<file path="config.mk">
export PLATFORM = sky130hd
export DESIGN_NAME = fan_speed_sequencer
export DESIGN_NICKNAME = d
export VERILOG_FILES = /design/src/design/fss_pkg.sv /design/src/design/fss_cfg_regs.sv /design/src/design/fan_speed_sequencer.sv
export VERILOG_INCLUDE_DIRS = /design/src /design/src/design
export SDC_FILE = /design/constraint.sdc
export NUM_CORES = 1
export LEC_CHECK = 0
export BUFFER_PORTS_ARGS = -buffer_cell sky130_fd_sc_hd__buf_4
export CAP_MARGIN = 20
export CORE_ASPECT_RATIO = 1.75
export CORE_MARGIN = 5
export CORE_UTILIZATION = 40
export CTS_BUF_LIST = sky130_fd_sc_hd__clkbuf_8
export DETAILED_ROUTE_END_ITERATION = 8
export SYNTH_ARGS = -nofsm -noshare
export SYNTH_HDL_FRONTEND = slang
export SYNTH_HIERARCHICAL = 1
export SYNTH_SLANG_ARGS = --single-unit
</file>
<file path="constraint.sdc">
create_clock -name clk -period 5.48 [get_ports clk]
set_input_delay 0.548 -clock clk [delete_from_list [all_inputs] [get_ports clk]]
set_output_delay 0.548 -clock clk [all_outputs]
set_load 0.1 [all_outputs]
</file>
<file path="src/design/fan_speed_sequencer_assert.svh">
// Assertion macros shared by the fan speed sequencer RTL.
// Each macro expects signals named clk and rst_n in the scope that uses it.
`ifndef FAN_SPEED_SEQUENCER_ASSERT_SVH
`define FAN_SPEED_SEQUENCER_ASSERT_SVH

// Same-cycle implication, checked outside reset.
`define FSS_ASSERT_NOW(lbl, ante, cons, msg) \
    lbl: assert property (@(posedge clk) disable iff (!rst_n) (ante) |-> (cons)) \
        else $error(msg);

// Next-cycle implication, checked outside reset.
`define FSS_ASSERT_NEXT(lbl, ante, cons, msg) \
    lbl: assert property (@(posedge clk) disable iff (!rst_n) (ante) |=> (cons)) \
        else $error(msg);

`endif

</file>
<file path="src/design/fss_pkg.sv">
// Package for the fan speed sequencer: types, register indexes, command codes,
// reset values and the command decode function. No dependencies.
`default_nettype none

package fss_pkg;

    localparam int unsigned DUTY_W  = 7;
    localparam int unsigned TICKS_W = 16;
    localparam int unsigned MODE_W  = 16;
    localparam int unsigned CMD_W   = 5;
    localparam int unsigned CFG_IDX_W = 3;

    localparam logic [MODE_W-1:0] ADJUST_MASK = 16'h0010;

    localparam logic [DUTY_W-1:0] DUTY_FULL = 7'd100;

    typedef enum logic [1:0] {
        FAN_OFF   = 2'd0,
        FAN_START = 2'd1,
        FAN_ON    = 2'd2
    } fan_state_t;

    localparam logic [CMD_W-1:0] CMD_OFF         = 5'd0;
    localparam logic [CMD_W-1:0] CMD_LEVEL_ONE   = 5'd1;
    localparam logic [CMD_W-1:0] CMD_LEVEL_TWO   = 5'd2;
    localparam logic [CMD_W-1:0] CMD_LEVEL_THREE = 5'd3;
    localparam logic [CMD_W-1:0] CMD_ADJUST      = 5'd16;

    localparam logic [CFG_IDX_W-1:0] REG_DUTY_OFF    = 3'd0;
    localparam logic [CFG_IDX_W-1:0] REG_LEVEL_ONE   = 3'd1;
    localparam logic [CFG_IDX_W-1:0] REG_LEVEL_TWO   = 3'd2;
    localparam logic [CFG_IDX_W-1:0] REG_LEVEL_THREE = 3'd3;
    localparam logic [CFG_IDX_W-1:0] REG_ADJUST_MAX  = 3'd4;
    localparam logic [CFG_IDX_W-1:0] REG_DUTY_START  = 3'd5;
    localparam logic [CFG_IDX_W-1:0] REG_DUTY_STEP   = 3'd6;
    localparam logic [CFG_IDX_W-1:0] REG_START_TICKS = 3'd7;

    localparam logic [DUTY_W-1:0]  RST_DUTY_OFF    = 7'd0;
    localparam logic [DUTY_W-1:0]  RST_LEVEL_ONE   = 7'd40;
    localparam logic [DUTY_W-1:0]  RST_LEVEL_TWO   = 7'd70;
    localparam logic [DUTY_W-1:0]  RST_LEVEL_THREE = 7'd100;
    localparam logic [DUTY_W-1:0]  RST_ADJUST_MAX  = 7'd100;
    localparam logic [DUTY_W-1:0]  RST_DUTY_START  = 7'd100;
    localparam logic [DUTY_W-1:0]  RST_DUTY_STEP   = 7'd1;
    localparam logic [TICKS_W-1:0] RST_START_TICKS = 16'd300;

    typedef struct packed {
        logic [DUTY_W-1:0]  duty_off;
        logic [DUTY_W-1:0]  level_one;
        logic [DUTY_W-1:0]  level_two;
        logic [DUTY_W-1:0]  level_three;
        logic [DUTY_W-1:0]  adjust_max;
        logic [DUTY_W-1:0]  duty_start;
        logic [DUTY_W-1:0]  duty_step;
        logic [TICKS_W-1:0] start_ticks;
    } fss_cfg_t;

    typedef struct packed {
        fan_state_t         status;
        logic [DUTY_W-1:0]  duty;
        logic [TICKS_W-1:0] count;
        logic [CMD_W-1:0]   last;
    } fss_state_t;

    // Applies one command to the sequencer state. The adjust ceiling is
    // picked by the two low bits of the stored mode.
    function automatic fss_state_t apply_cmd(fss_state_t s, logic [CMD_W-1:0] cmd,
                                             logic [1:0] sel, fss_cfg_t c);
        fss_state_t        r;
        logic [DUTY_W-1:0] ceil_duty;
        logic [DUTY_W:0]   sum;
        r   = s;
        sum = {1'b0, s.duty} + {1'b0, c.duty_step};
        case (sel)
            2'd0:    ceil_duty = c.duty_off;
            2'd1:    ceil_duty = c.adjust_max;
            2'd2:    ceil_duty = c.level_one;
            default: ceil_duty = c.level_two;
        endcase
        if (s.status == FAN_OFF) begin
            if (cmd != CMD_OFF) begin
                r.status = FAN_START;
                r.duty   = c.duty_start;
                r.count  = c.start_ticks;
            end
        end else if (cmd == CMD_OFF) begin
            r.status = FAN_OFF;
            r.duty   = c.duty_off;
        end else if (cmd <= CMD_LEVEL_THREE) begin
            r.status = FAN_ON;
            if (cmd == CMD_LEVEL_ONE) begin
                r.duty = c.level_one;
            end else if (cmd == CMD_LEVEL_TWO) begin
                r.duty = c.level_two;
            end else begin
                r.duty = c.level_three;
            end
        end else if (cmd == CMD_ADJUST) begin
            r.status = FAN_ON;
            if (s.duty < ceil_duty) begin
                if (sum > {1'b0, DUTY_FULL}) begin
                    r.duty = DUTY_FULL;
                end else begin
                    r.duty = sum[DUTY_W-1:0];
                end
            end
        end
        r.last = cmd;
        return r;
    endfunction

endpackage

`default_nettype wire

</file>
<file path="src/design/fss_cfg_regs.sv">
// Configuration register file of the fan speed sequencer.
// Depends on fss_pkg for the register indexes, reset values and fss_cfg_t.
`default_nettype none

module fss_cfg_regs (
    input  wire logic                          clk,
    input  wire logic                          rst_n,
    input  wire logic                          cfg_valid,
    output logic                               cfg_ready,
    input  wire logic [fss_pkg::CFG_IDX_W-1:0] cfg_index,
    input  wire logic [fss_pkg::TICKS_W-1:0]   cfg_data,
    output fss_pkg::fss_cfg_t                  cfg
);
    import fss_pkg::*;

    fss_cfg_t cfg_reg;
    fss_cfg_t cfg_next;

    assign cfg_ready = 1'b1;
    assign cfg       = cfg_reg;

    always_comb
    begin
        cfg_next = cfg_reg;
        if (cfg_valid) begin
            case (cfg_index)
                REG_DUTY_OFF:    cfg_next.duty_off    = cfg_data[DUTY_W-1:0];
                REG_LEVEL_ONE:   cfg_next.level_one   = cfg_data[DUTY_W-1:0];
                REG_LEVEL_TWO:   cfg_next.level_two   = cfg_data[DUTY_W-1:0];
                REG_LEVEL_THREE: cfg_next.level_three = cfg_data[DUTY_W-1:0];
                REG_ADJUST_MAX:  cfg_next.adjust_max  = cfg_data[DUTY_W-1:0];
                REG_DUTY_START:  cfg_next.duty_start  = cfg_data[DUTY_W-1:0];
                REG_DUTY_STEP:   cfg_next.duty_step   = cfg_data[DUTY_W-1:0];
                REG_START_TICKS: cfg_next.start_ticks = cfg_data;
                default:         cfg_next = cfg_reg;
            endcase
        end
    end

    always_ff @(posedge clk or negedge rst_n)
    begin
        if (!rst_n) begin
            cfg_reg.duty_off    <= RST_DUTY_OFF;
            cfg_reg.level_one   <= RST_LEVEL_ONE;
            cfg_reg.level_two   <= RST_LEVEL_TWO;
            cfg_reg.level_three <= RST_LEVEL_THREE;
            cfg_reg.adjust_max  <= RST_ADJUST_MAX;
            cfg_reg.duty_start  <= RST_DUTY_START;
            cfg_reg.duty_step   <= RST_DUTY_STEP;
            cfg_reg.start_ticks <= RST_START_TICKS;
        end else begin
            cfg_reg <= cfg_next;
        end
    end

endmodule

`default_nettype wire

</file>
<file path="src/design/fan_speed_sequencer.sv">
// Top level of the fan speed sequencer: input register, sequencing logic and result register.
// Depends on fss_pkg, fss_cfg_regs and fan_speed_sequencer_assert.svh.
`default_nettype none

// Each beat is a mode word or a time tick and yields exactly one result beat
// with the PWM compare value, the fan state and whether the compare value was
// written. A beat passes an input register and is decoded combinationally
// into the sequencer state and the result register, so the block sustains one
// beat per cycle while the result is not stalled; a stalled result still leaves
// room for one more beat in the input register. Configuration writes are
// taken every cycle and must only be issued while no beat is in flight.
module fan_speed_sequencer (
    input  wire logic                          clk,
    input  wire logic                          rst_n,
    input  wire logic                          in_valid,
    output logic                               in_ready,
    input  wire logic                          op,
    input  wire logic [fss_pkg::MODE_W-1:0]    mode_word,
    output logic                               out_valid,
    input  wire logic                          out_ready,
    output logic [fss_pkg::DUTY_W-1:0]         pwm_compare,
    output logic [1:0]                         fan_state,
    output logic                               compare_written,
    input  wire logic                          cfg_valid,
    output logic                               cfg_ready,
    input  wire logic [fss_pkg::CFG_IDX_W-1:0] cfg_index,
    input  wire logic [fss_pkg::TICKS_W-1:0]   cfg_data
);
    import fss_pkg::*;

    `include "fan_speed_sequencer_assert.svh"

    fss_cfg_t cfg;

    logic              in_valid_reg;
    logic              op_reg;
    logic [MODE_W-1:0] mode_word_reg;
    logic              out_valid_reg;
    logic              written_reg;
    logic              written_next;

    fss_state_t        state_reg;
    fss_state_t        state_next;
    logic [MODE_W-1:0] prev_mode_reg;
    logic [MODE_W-1:0] prev_mode_next;
    logic [DUTY_W-1:0] compare_reg;
    logic [DUTY_W-1:0] compare_next;

    logic advance;
    logic take_item;

    fss_state_t after_mode;
    fss_state_t after_start;
    logic       mode_applied;
    logic       start_done;

    fss_cfg_regs u_cfg (
        .clk       (clk),
        .rst_n     (rst_n),
        .cfg_valid (cfg_valid),
        .cfg_ready (cfg_ready),
        .cfg_index (cfg_index),
        .cfg_data  (cfg_data),
        .cfg       (cfg)
    );

    assign advance   = !out_valid_reg || out_ready;
    assign take_item = in_valid_reg && advance;
    assign in_ready  = !in_valid_reg || advance;

    // Next-state logic: mode decode or tick, then the end of soft start.
    always_comb
    begin
        after_mode     = state_reg;
        prev_mode_next = prev_mode_reg;
        mode_applied   = 1'b0;
        if (!op_reg) begin
            if (mode_word_reg != prev_mode_reg) begin
                if ((mode_word_reg & ADJUST_MASK) == ADJUST_MASK) begin
                    after_mode     = apply_cmd(state_reg, CMD_ADJUST,
                                               mode_word_reg[1:0], cfg);
                    prev_mode_next = mode_word_reg & ~ADJUST_MASK;
                    mode_applied   = 1'b1;
                end else begin
                    prev_mode_next = mode_word_reg;
                    if (mode_word_reg[3:2] == 2'd0) begin
                        after_mode   = apply_cmd(state_reg,
                                                 {3'd0, mode_word_reg[1:0]},
                                                 mode_word_reg[1:0], cfg);
                        mode_applied = 1'b1;
                    end
                end
            end
        end else if (state_reg.count != '0) begin
            after_mode.count = state_reg.count - 1'b1;
        end

        after_start = after_mode;
        start_done  = 1'b0;
        if (after_mode.status == FAN_START && after_mode.count == '0) begin
            after_start.status = FAN_ON;
            after_start = apply_cmd(after_start, after_mode.last,
                                    prev_mode_next[1:0], cfg);
            start_done  = 1'b1;
        end

        state_next   = after_start;
        written_next = mode_applied || start_done;
        compare_next = written_next ? after_start.duty : compare_reg;
    end

    // Result outputs come straight from the state and result registers.
    always_comb
    begin
        out_valid       = out_valid_reg;
        pwm_compare     = compare_reg;
        fan_state       = state_reg.status;
        compare_written = written_reg;
    end

    always_ff @(posedge clk or negedge rst_n)
    begin
        if (!rst_n) begin
            in_valid_reg <= 1'b0;
        end else if (in_ready) begin
            in_valid_reg <= in_valid;
        end
    end

    always_ff @(posedge clk)
    begin
        if (in_ready && in_valid) begin
            op_reg        <= op;
            mode_word_reg <= mode_word;
        end
    end

    always_ff @(posedge clk or negedge rst_n)
    begin
        if (!rst_n) begin
            out_valid_reg   <= 1'b0;
            written_reg     <= 1'b0;
            state_reg.status <= FAN_OFF;
            state_reg.duty  <= RST_DUTY_OFF;
            state_reg.count <= '0;
            state_reg.last  <= CMD_OFF;
            prev_mode_reg   <= '0;
            compare_reg     <= RST_DUTY_OFF;
        end else begin
            if (advance) begin
                out_valid_reg <= in_valid_reg;
            end
            if (take_item) begin
                written_reg   <= written_next;
                state_reg     <= state_next;
                prev_mode_reg <= prev_mode_next;
                compare_reg   <= compare_next;
            end
        end
    end

    `FSS_ASSERT_NOW(a_start_has_ticks, state_reg.status == FAN_START,
                    state_reg.count != '0, "soft start held with zero countdown")
    `FSS_ASSERT_NOW(a_last_cmd_legal, state_reg.last[CMD_W-1],
                    state_reg.last == CMD_ADJUST, "stored command is not a known code")
    `FSS_ASSERT_NEXT(a_compare_kept, take_item && !written_next,
                     compare_reg == $past(compare_reg), "compare changed without a write")
    `FSS_ASSERT_NEXT(a_item_held, in_valid_reg && !advance,
                     in_valid_reg && $stable(mode_word_reg) && $stable(op_reg),
                     "buffered beat lost while result stalled")

endmodule

`default_nettype wire
</file>
### After elaboration in Yosys (flattened, before gate mapping)

Cells that the tools add are included.

* reduce and logical (&&, ||, !) cells: 27
* add/sub/neg operators: 3
* order comparisons: 5
* bitwise operators: 1
* multiplexer cells: 38
* equal/unequal tests: 16

Operators with widths (number)
* 30-bit two-way mux: 4
* 7-bit two-way mux: 14
* 16-bit two-way mux: 4
* 9-bit two-way mux: 5
* 7-bit case mux with 3 select lines: 2
* 25-bit two-way mux: 1
* 2-bit AND reduction: 9
* 7-bit by 7-bit adder with 8-bit output: 2
* 8-bit by 7-bit greater-than comparator with 1-bit output, second input constant: 2
* 16-bit zero test: 1
* 16-bit != test: 1
* 16-bit nonzero test: 1
* 16-bit by 1-bit subtractor with 16-bit output, second input constant: 1
* 7-bit < comparator: 2
* 3-bit == test, second input constant: 4
* 2-bit zero test: 4
* 2-bit by 1-bit == test with 1-bit output, second input constant: 3
* 3-bit by 2-bit == test with 1-bit output, second input constant: 2
* 5-bit by 1-bit == test with 1-bit output, second input constant: 1
* 5-bit by 2-bit == test with 1-bit output, second input constant: 1
* 5-bit == test, second input constant: 1
* 5-bit by 2-bit less-or-equal comparator with 1-bit output, second input constant: 1
* 5-bit zero test: 1
* 1-bit two-way mux: 5
* 11 further kinds: 18

* output and inout bits: 13
* register bits after elaboration: 137
* logic and storage cells: 110

### Longest topological paths before layout

* depth in word-level cells: 20
* gate-level depth with buffers: 25
* gate-level depth less buffers: 22

### Hierarchy

The synthesis kept the hierarchy.

By module, submodules not included
* fan_speed_sequencer: cells an instance 713, area an instance 6472.5 µm², instances 1
* fss_cfg_regs: cells an instance 148, area an instance 2537.4 µm², instances 1

### Least setup slack after synthesis

No wires, ideal clock.

* kind: reg2reg
* from: register mode_word_reg[0]
* to: register compare_reg[4], in the netlist pwm_compare[4]
* path slack: -0.176 ns
* path buffers: 3
* clock period less this slack: 5.656 ns
* data arrival time: 5.576 ns
* stages on the path, launching flop included: 25
* cells stage by stage: edfxtp_1 buf_2 buf_1 buf_1 mux4_2 inv_1 ha_1 a211oi_1 o31ai_1 a31o_2 nor2_1 o211ai_1 o221a_2 o32a_1 ha_1 a21o_1 a21oi_1 o21bai_1 a21oi_1 xnor2_1 a31oi_1 nand2b_1 a221oi_1 o22ai_1 mux2i_1

* cells in the longest elaborated chain, start to end: 19

Ends and longest elaborated chain
* start, declared: line fan_speed_sequencer.sv:37 `logic [MODE_W-1:0] mode_word_reg;`
* start signal, assigned: line fan_speed_sequencer.sv:134 `mode_word_reg <= mode_word;`
* 2-bit == test, or another cell as far along: line fss_pkg.sv:74, fss_pkg.sv:93
* 7-bit case mux with 3 select lines
* 7-bit two-way mux: line fan_speed_sequencer.sv:79 `if ((mode_word_reg & ADJUST_MASK) == ADJUST_MASK) begin`
* 7-bit two-way mux: line fan_speed_sequencer.sv:78 `if (mode_word_reg != prev_mode_reg) begin`
* 7-bit two-way mux: line fan_speed_sequencer.sv:77 `if (!op_reg) begin`
* 7-bit < comparator: line fss_pkg.sv:100 `if (s.duty < ceil_duty) begin`
* 7-bit two-way mux: line fss_pkg.sv:100
* 9-bit two-way mux: line fss_pkg.sv:80 `if (s.status == FAN_OFF) begin`
* [3 not listed]
* 7-bit by 7-bit adder with 8-bit output: line fss_pkg.sv:73 `sum = {1'b0, s.duty} + {1'b0, c.duty_step};`
* 8-bit by 7-bit greater-than comparator with 1-bit output: line fss_pkg.sv:101 `if (sum > {1'b0, DUTY_FULL}) begin`
* 7-bit two-way mux: line fss_pkg.sv:101
* 7-bit two-way mux: line fss_pkg.sv:100
* 7-bit two-way mux: line fss_pkg.sv:98 `end else if (cmd == CMD_ADJUST) begin`
* 7-bit two-way mux: line fss_pkg.sv:89 `end else if (cmd <= CMD_LEVEL_THREE) begin`
* 9-bit two-way mux: line fss_pkg.sv:86 `end else if (cmd == CMD_OFF) begin`
* 30-bit two-way mux: line fan_speed_sequencer.sv:100 `if (after_mode.status == FAN_START && after_mode.count == '0) begin`
* end signal, assigned: line fan_speed_sequencer.sv:157 `compare_reg <= compare_next;`
* end, declared: line fan_speed_sequencer.sv:46 `logic [DUTY_W-1:0] compare_reg;`

Parallel ways exist; a longest one is shown, timed or not. The select of a mux whose other input is x is not followed.
A chain may end at the register's enable or synchronous reset.

### Final worst setup path

* from: register u_cfg.cfg_reg, in the netlist u_cfg/cfg[16]
* to: register state_reg[21] (netlist bit)

* cells in the longest elaborated chain, start to end: 16

Ends and longest elaborated chain
* start, declared: line fss_cfg_regs.sv:16 `fss_cfg_t cfg_reg;`
* start signal, assigned: line fss_cfg_regs.sv:52 `cfg_reg <= cfg_next;`
* 7-bit by 7-bit adder with 8-bit output
* 8-bit by 7-bit greater-than comparator with 1-bit output
* 7-bit two-way mux: line fss_pkg.sv:101
* 7-bit two-way mux: line fss_pkg.sv:100
* 9-bit two-way mux: line fss_pkg.sv:80
* 30-bit two-way mux: line fan_speed_sequencer.sv:79
* 30-bit two-way mux: line fan_speed_sequencer.sv:78
* 9-bit two-way mux: line fan_speed_sequencer.sv:77
* 7-bit by 7-bit adder with 8-bit output: line fss_pkg.sv:73
* 8-bit by 7-bit greater-than comparator with 1-bit output: line fss_pkg.sv:101
* 7-bit two-way mux: line fss_pkg.sv:101
* 7-bit two-way mux: line fss_pkg.sv:100
* 7-bit two-way mux: line fss_pkg.sv:98
* 7-bit two-way mux: line fss_pkg.sv:89
* 9-bit two-way mux: line fss_pkg.sv:86
* 30-bit two-way mux (*): line fan_speed_sequencer.sv:100
* end signal, assigned: line fan_speed_sequencer.sv:155 `state_reg <= state_next;`
* end, declared: line fan_speed_sequencer.sv:42 `fss_state_t state_reg;`

Mark *: on every way between the ends. The rest lies on a longest branch, timed or not.

==> run metrics <==
Via Count=7277; area leader, netlist=dfrtp_1; post-synth cell types=91; full die area=25700 um2; top-count cell post-synth=dfrtp_1; Post-Synthesis Cells=861; number of storage elements in the synthesis netlist=137; width of the die=123 um; Std-Cell Core Area=22200 um2; warning count from the yosys run=6; post-synthesis instance area=9010 um2; clock tree from TritonCTS=built; ratio of final minimum period to clock period=0.944; met2 Resource Use GR=0.378; P&R area growth vs syn=12.4%; maximum resistive drop on vdd=0.180 mV; first-pass GRT wire length=41800 um; Pre-Repair DR Iteration Count=5; cell type group with the largest total delay on the critical path=compound AO/OA/AOI/OAI gates; transition time at the pin with the least slew margin=0.952 ns; startpoint type of the worst setup path=register; Final Slew Violations=0; clock tree sinks=137; vias in the first global route=7446; type of the worst setup path=reg2reg; Clk Latency, worst-skew pair=0.48 ns; number of nets in the synthesized netlist=932; top achievable clock speed=193 MHz; static leakage power=4.20 nW; total gr overflow=0; # setup viols final=0; CTS clk-pin slew, worst paths=0.09 ns; count of input and output buffers=52; initial antenna violation count=0; layout filler cell count=2167; remaining design rule violation count=0; starting DRC count in detailed routing=447; Period minus WS final=5.18 ns; max FFs per register=65; CP Capture Type=register; drt total wl=26500 um; number of enable flip-flop cells after synthesis=17; share of the yosys chip area belonging to registers=0.393; largest buffer count on any clock path=2; critical path cell sequence=ha_1 -> inv_1 -> fa_1 -> nand2b_1 -> a2111o_1 -> o311ai_1 -> nand3_1 -> o211ai_1 -> o21bai_1 -> nand3_1 -> o21ai_0 -> buf_4 -> fa_1 -> a21o_1 -> a21oi_2 -> o21bai_1 -> a21oi_1 -> xnor2_1 -> a31oi_2 -> buf_4 -> a31oi_1 -> o21ai_1 -> mux2_2; number of diodes=0; placer congestion estimate=0.986; Hold Fails Final Rpt=0; GRT Max-Usage Layer=met2; share of Yosys cell area claimed by the top area cell type=0.281; depth of the most critical reg-to-reg path=23; Crit Path Max Fanout=4; global-route met3 utilization=0.0353; share of post-route cells with drive strength above 1=0.277; ratio of total power to cell area=504 nW/um2; H-tree depth reported by CTS=4; worst hold slack=0.0643 ns; number of instances in the placed design=1186; final std cells w/o fill=1218; Buf/Inv on CP=3; max_slew headroom=0.365; share of synthesized registers carrying an async set or reset=0.876; number of nets still failing antenna checks after routing=0; setup repair after global routing missed its margin=no; status=finished clean; half-perimeter wire length after detailed placement=20400 um; Clock Tree Root=clkbuf_8; data required time of the critical path=5.86 ns; predominant post-synthesis flop cell=dfrtp_1; maximum number of pins on one net before global-route repair=75; via-per-instance ratio=5.97; post-cts hold buffer count=0; mean cell area of the mapped netlist=10.5 um2; WL per Instance=21.8 um; type of the most critical hold path=in2async; vertical die dimension=209 um; # IOs=54; Sum Neg Setup Slack=0 ns; Layout Nets=980; CTS buffer count=17; arrival time at the worst endpoint=5.55 ns; max-cap violations=0; commonest cells in the netlist=dfrtp_1 (101), mux2_2 (83), nor2_1 (60); global routing usage summed across all routing layers=0.213; top cells by area in the synthesized netlist=dfrtp_1 (28%), mux2_2 (10%), edfxtp_1 (5.7%), dfstp_2 (5.5%), mux4_2 (5.0%); number of placement rows=72; Crit path depth=23; Setup Skew=0.0184 ns; effective utilization at floorplan=0.407; cell type of the slowest stage on the worst timing path=dfstp_2; met1 track utilization from global routing=0.227; crit-path max cell delay=0.55 ns
-- worst paths after layout --
| kind | end | slack (ns) | from |
|---|---|---|---|
| worst max-delay path | state_reg[21] | 0.30 | u_cfg/cfg[16] |
| worst min-delay path | state_reg[18] | 0.06 | rst_n |
| worst max register to register | state_reg[21] | 0.30 | u_cfg/cfg[16] |
| worst min register to register | compare_written | 0.49 | compare_written |
| max in group asynchronous | u_cfg/cfg[33] | 4.00 | rst_n |
| min in group clk | mode_word_reg[14] | 0.24 | mode_word[14] |
-- timing repair --
item | 4_1_cts | 5_1_grt
buffers inserted | 0 | 0
gates resized for setup | 0 | 2
setup endpoints to repair | 0 | 10
-- layout by cell type (no fill, tap or decap), types with 19 or more instances in the layout --
cell     instances
o21ai_0         26
dfstp_2         19
xor2_1          22
o22ai_1         26
nor2_1          60
mux2i_1         22
a21oi_1         50
inv_1           43
nand2_1         44
dfrtp_1        101
mux4_2          20
mux2_2          83
buf_4           78
ha_1            28
-- power by group --
part           total, mW  switching [mW]  internal (mW)
Combinational       2.65            1.57           1.08
Sequential          1.64           0.341           1.30
Clock              0.813           0.448          0.365
-- per-stage QoR --
step	instance area (um2)	util	total power, mW	setup WS [ns]
after floorplan	9010	-	3.54	0.0136
after global placement	9740	0.440	4.24	0.373
after detailed placement	9740	0.440	4.27	0.238
after CTS	10100	0.457	5.09	0.193
after global routing	10100	0.457	5.44	0.0555
final	10100	0.457	5.11	0.304
-- per-layer routing --
metal  share of wire  wire, um
met5               0         0
met1            0.36      9650
met2            0.53     14200
met3           0.038      1000
met4           0.064      1710
-- area by class of cell --
cell class | instances | area (um2) | share of cell area
Inverter | 43 | 161 | 0.0159
Clock inverter | 15 | 139 | 0.0137
Tap cell | 296 | 370 | 0.0366
Multi-Input combinational cell | 631 | 5080 | 0.502
Sequential cell | 137 | 3540 | 0.349
Clock buffer | 17 | 234 | 0.0231
Timing Repair Buffer | 79 | 606 | 0.0598
-- cells by family (layout without fill, tap and decap cells) --
family,count (synthesis),after routing,share of synthesized area
other cells,1,1,0.000416
mux,127,127,0.181
buf+inv,93,154,0.0447
xor+xnor,30,30,0.0300
flops,137,137,0.393
fa+ha+maj,30,30,0.0433
simple gates,223,223,0.138
compound gates,220,220,0.170
Note: power is estimated with default switching activity, not from simulation.
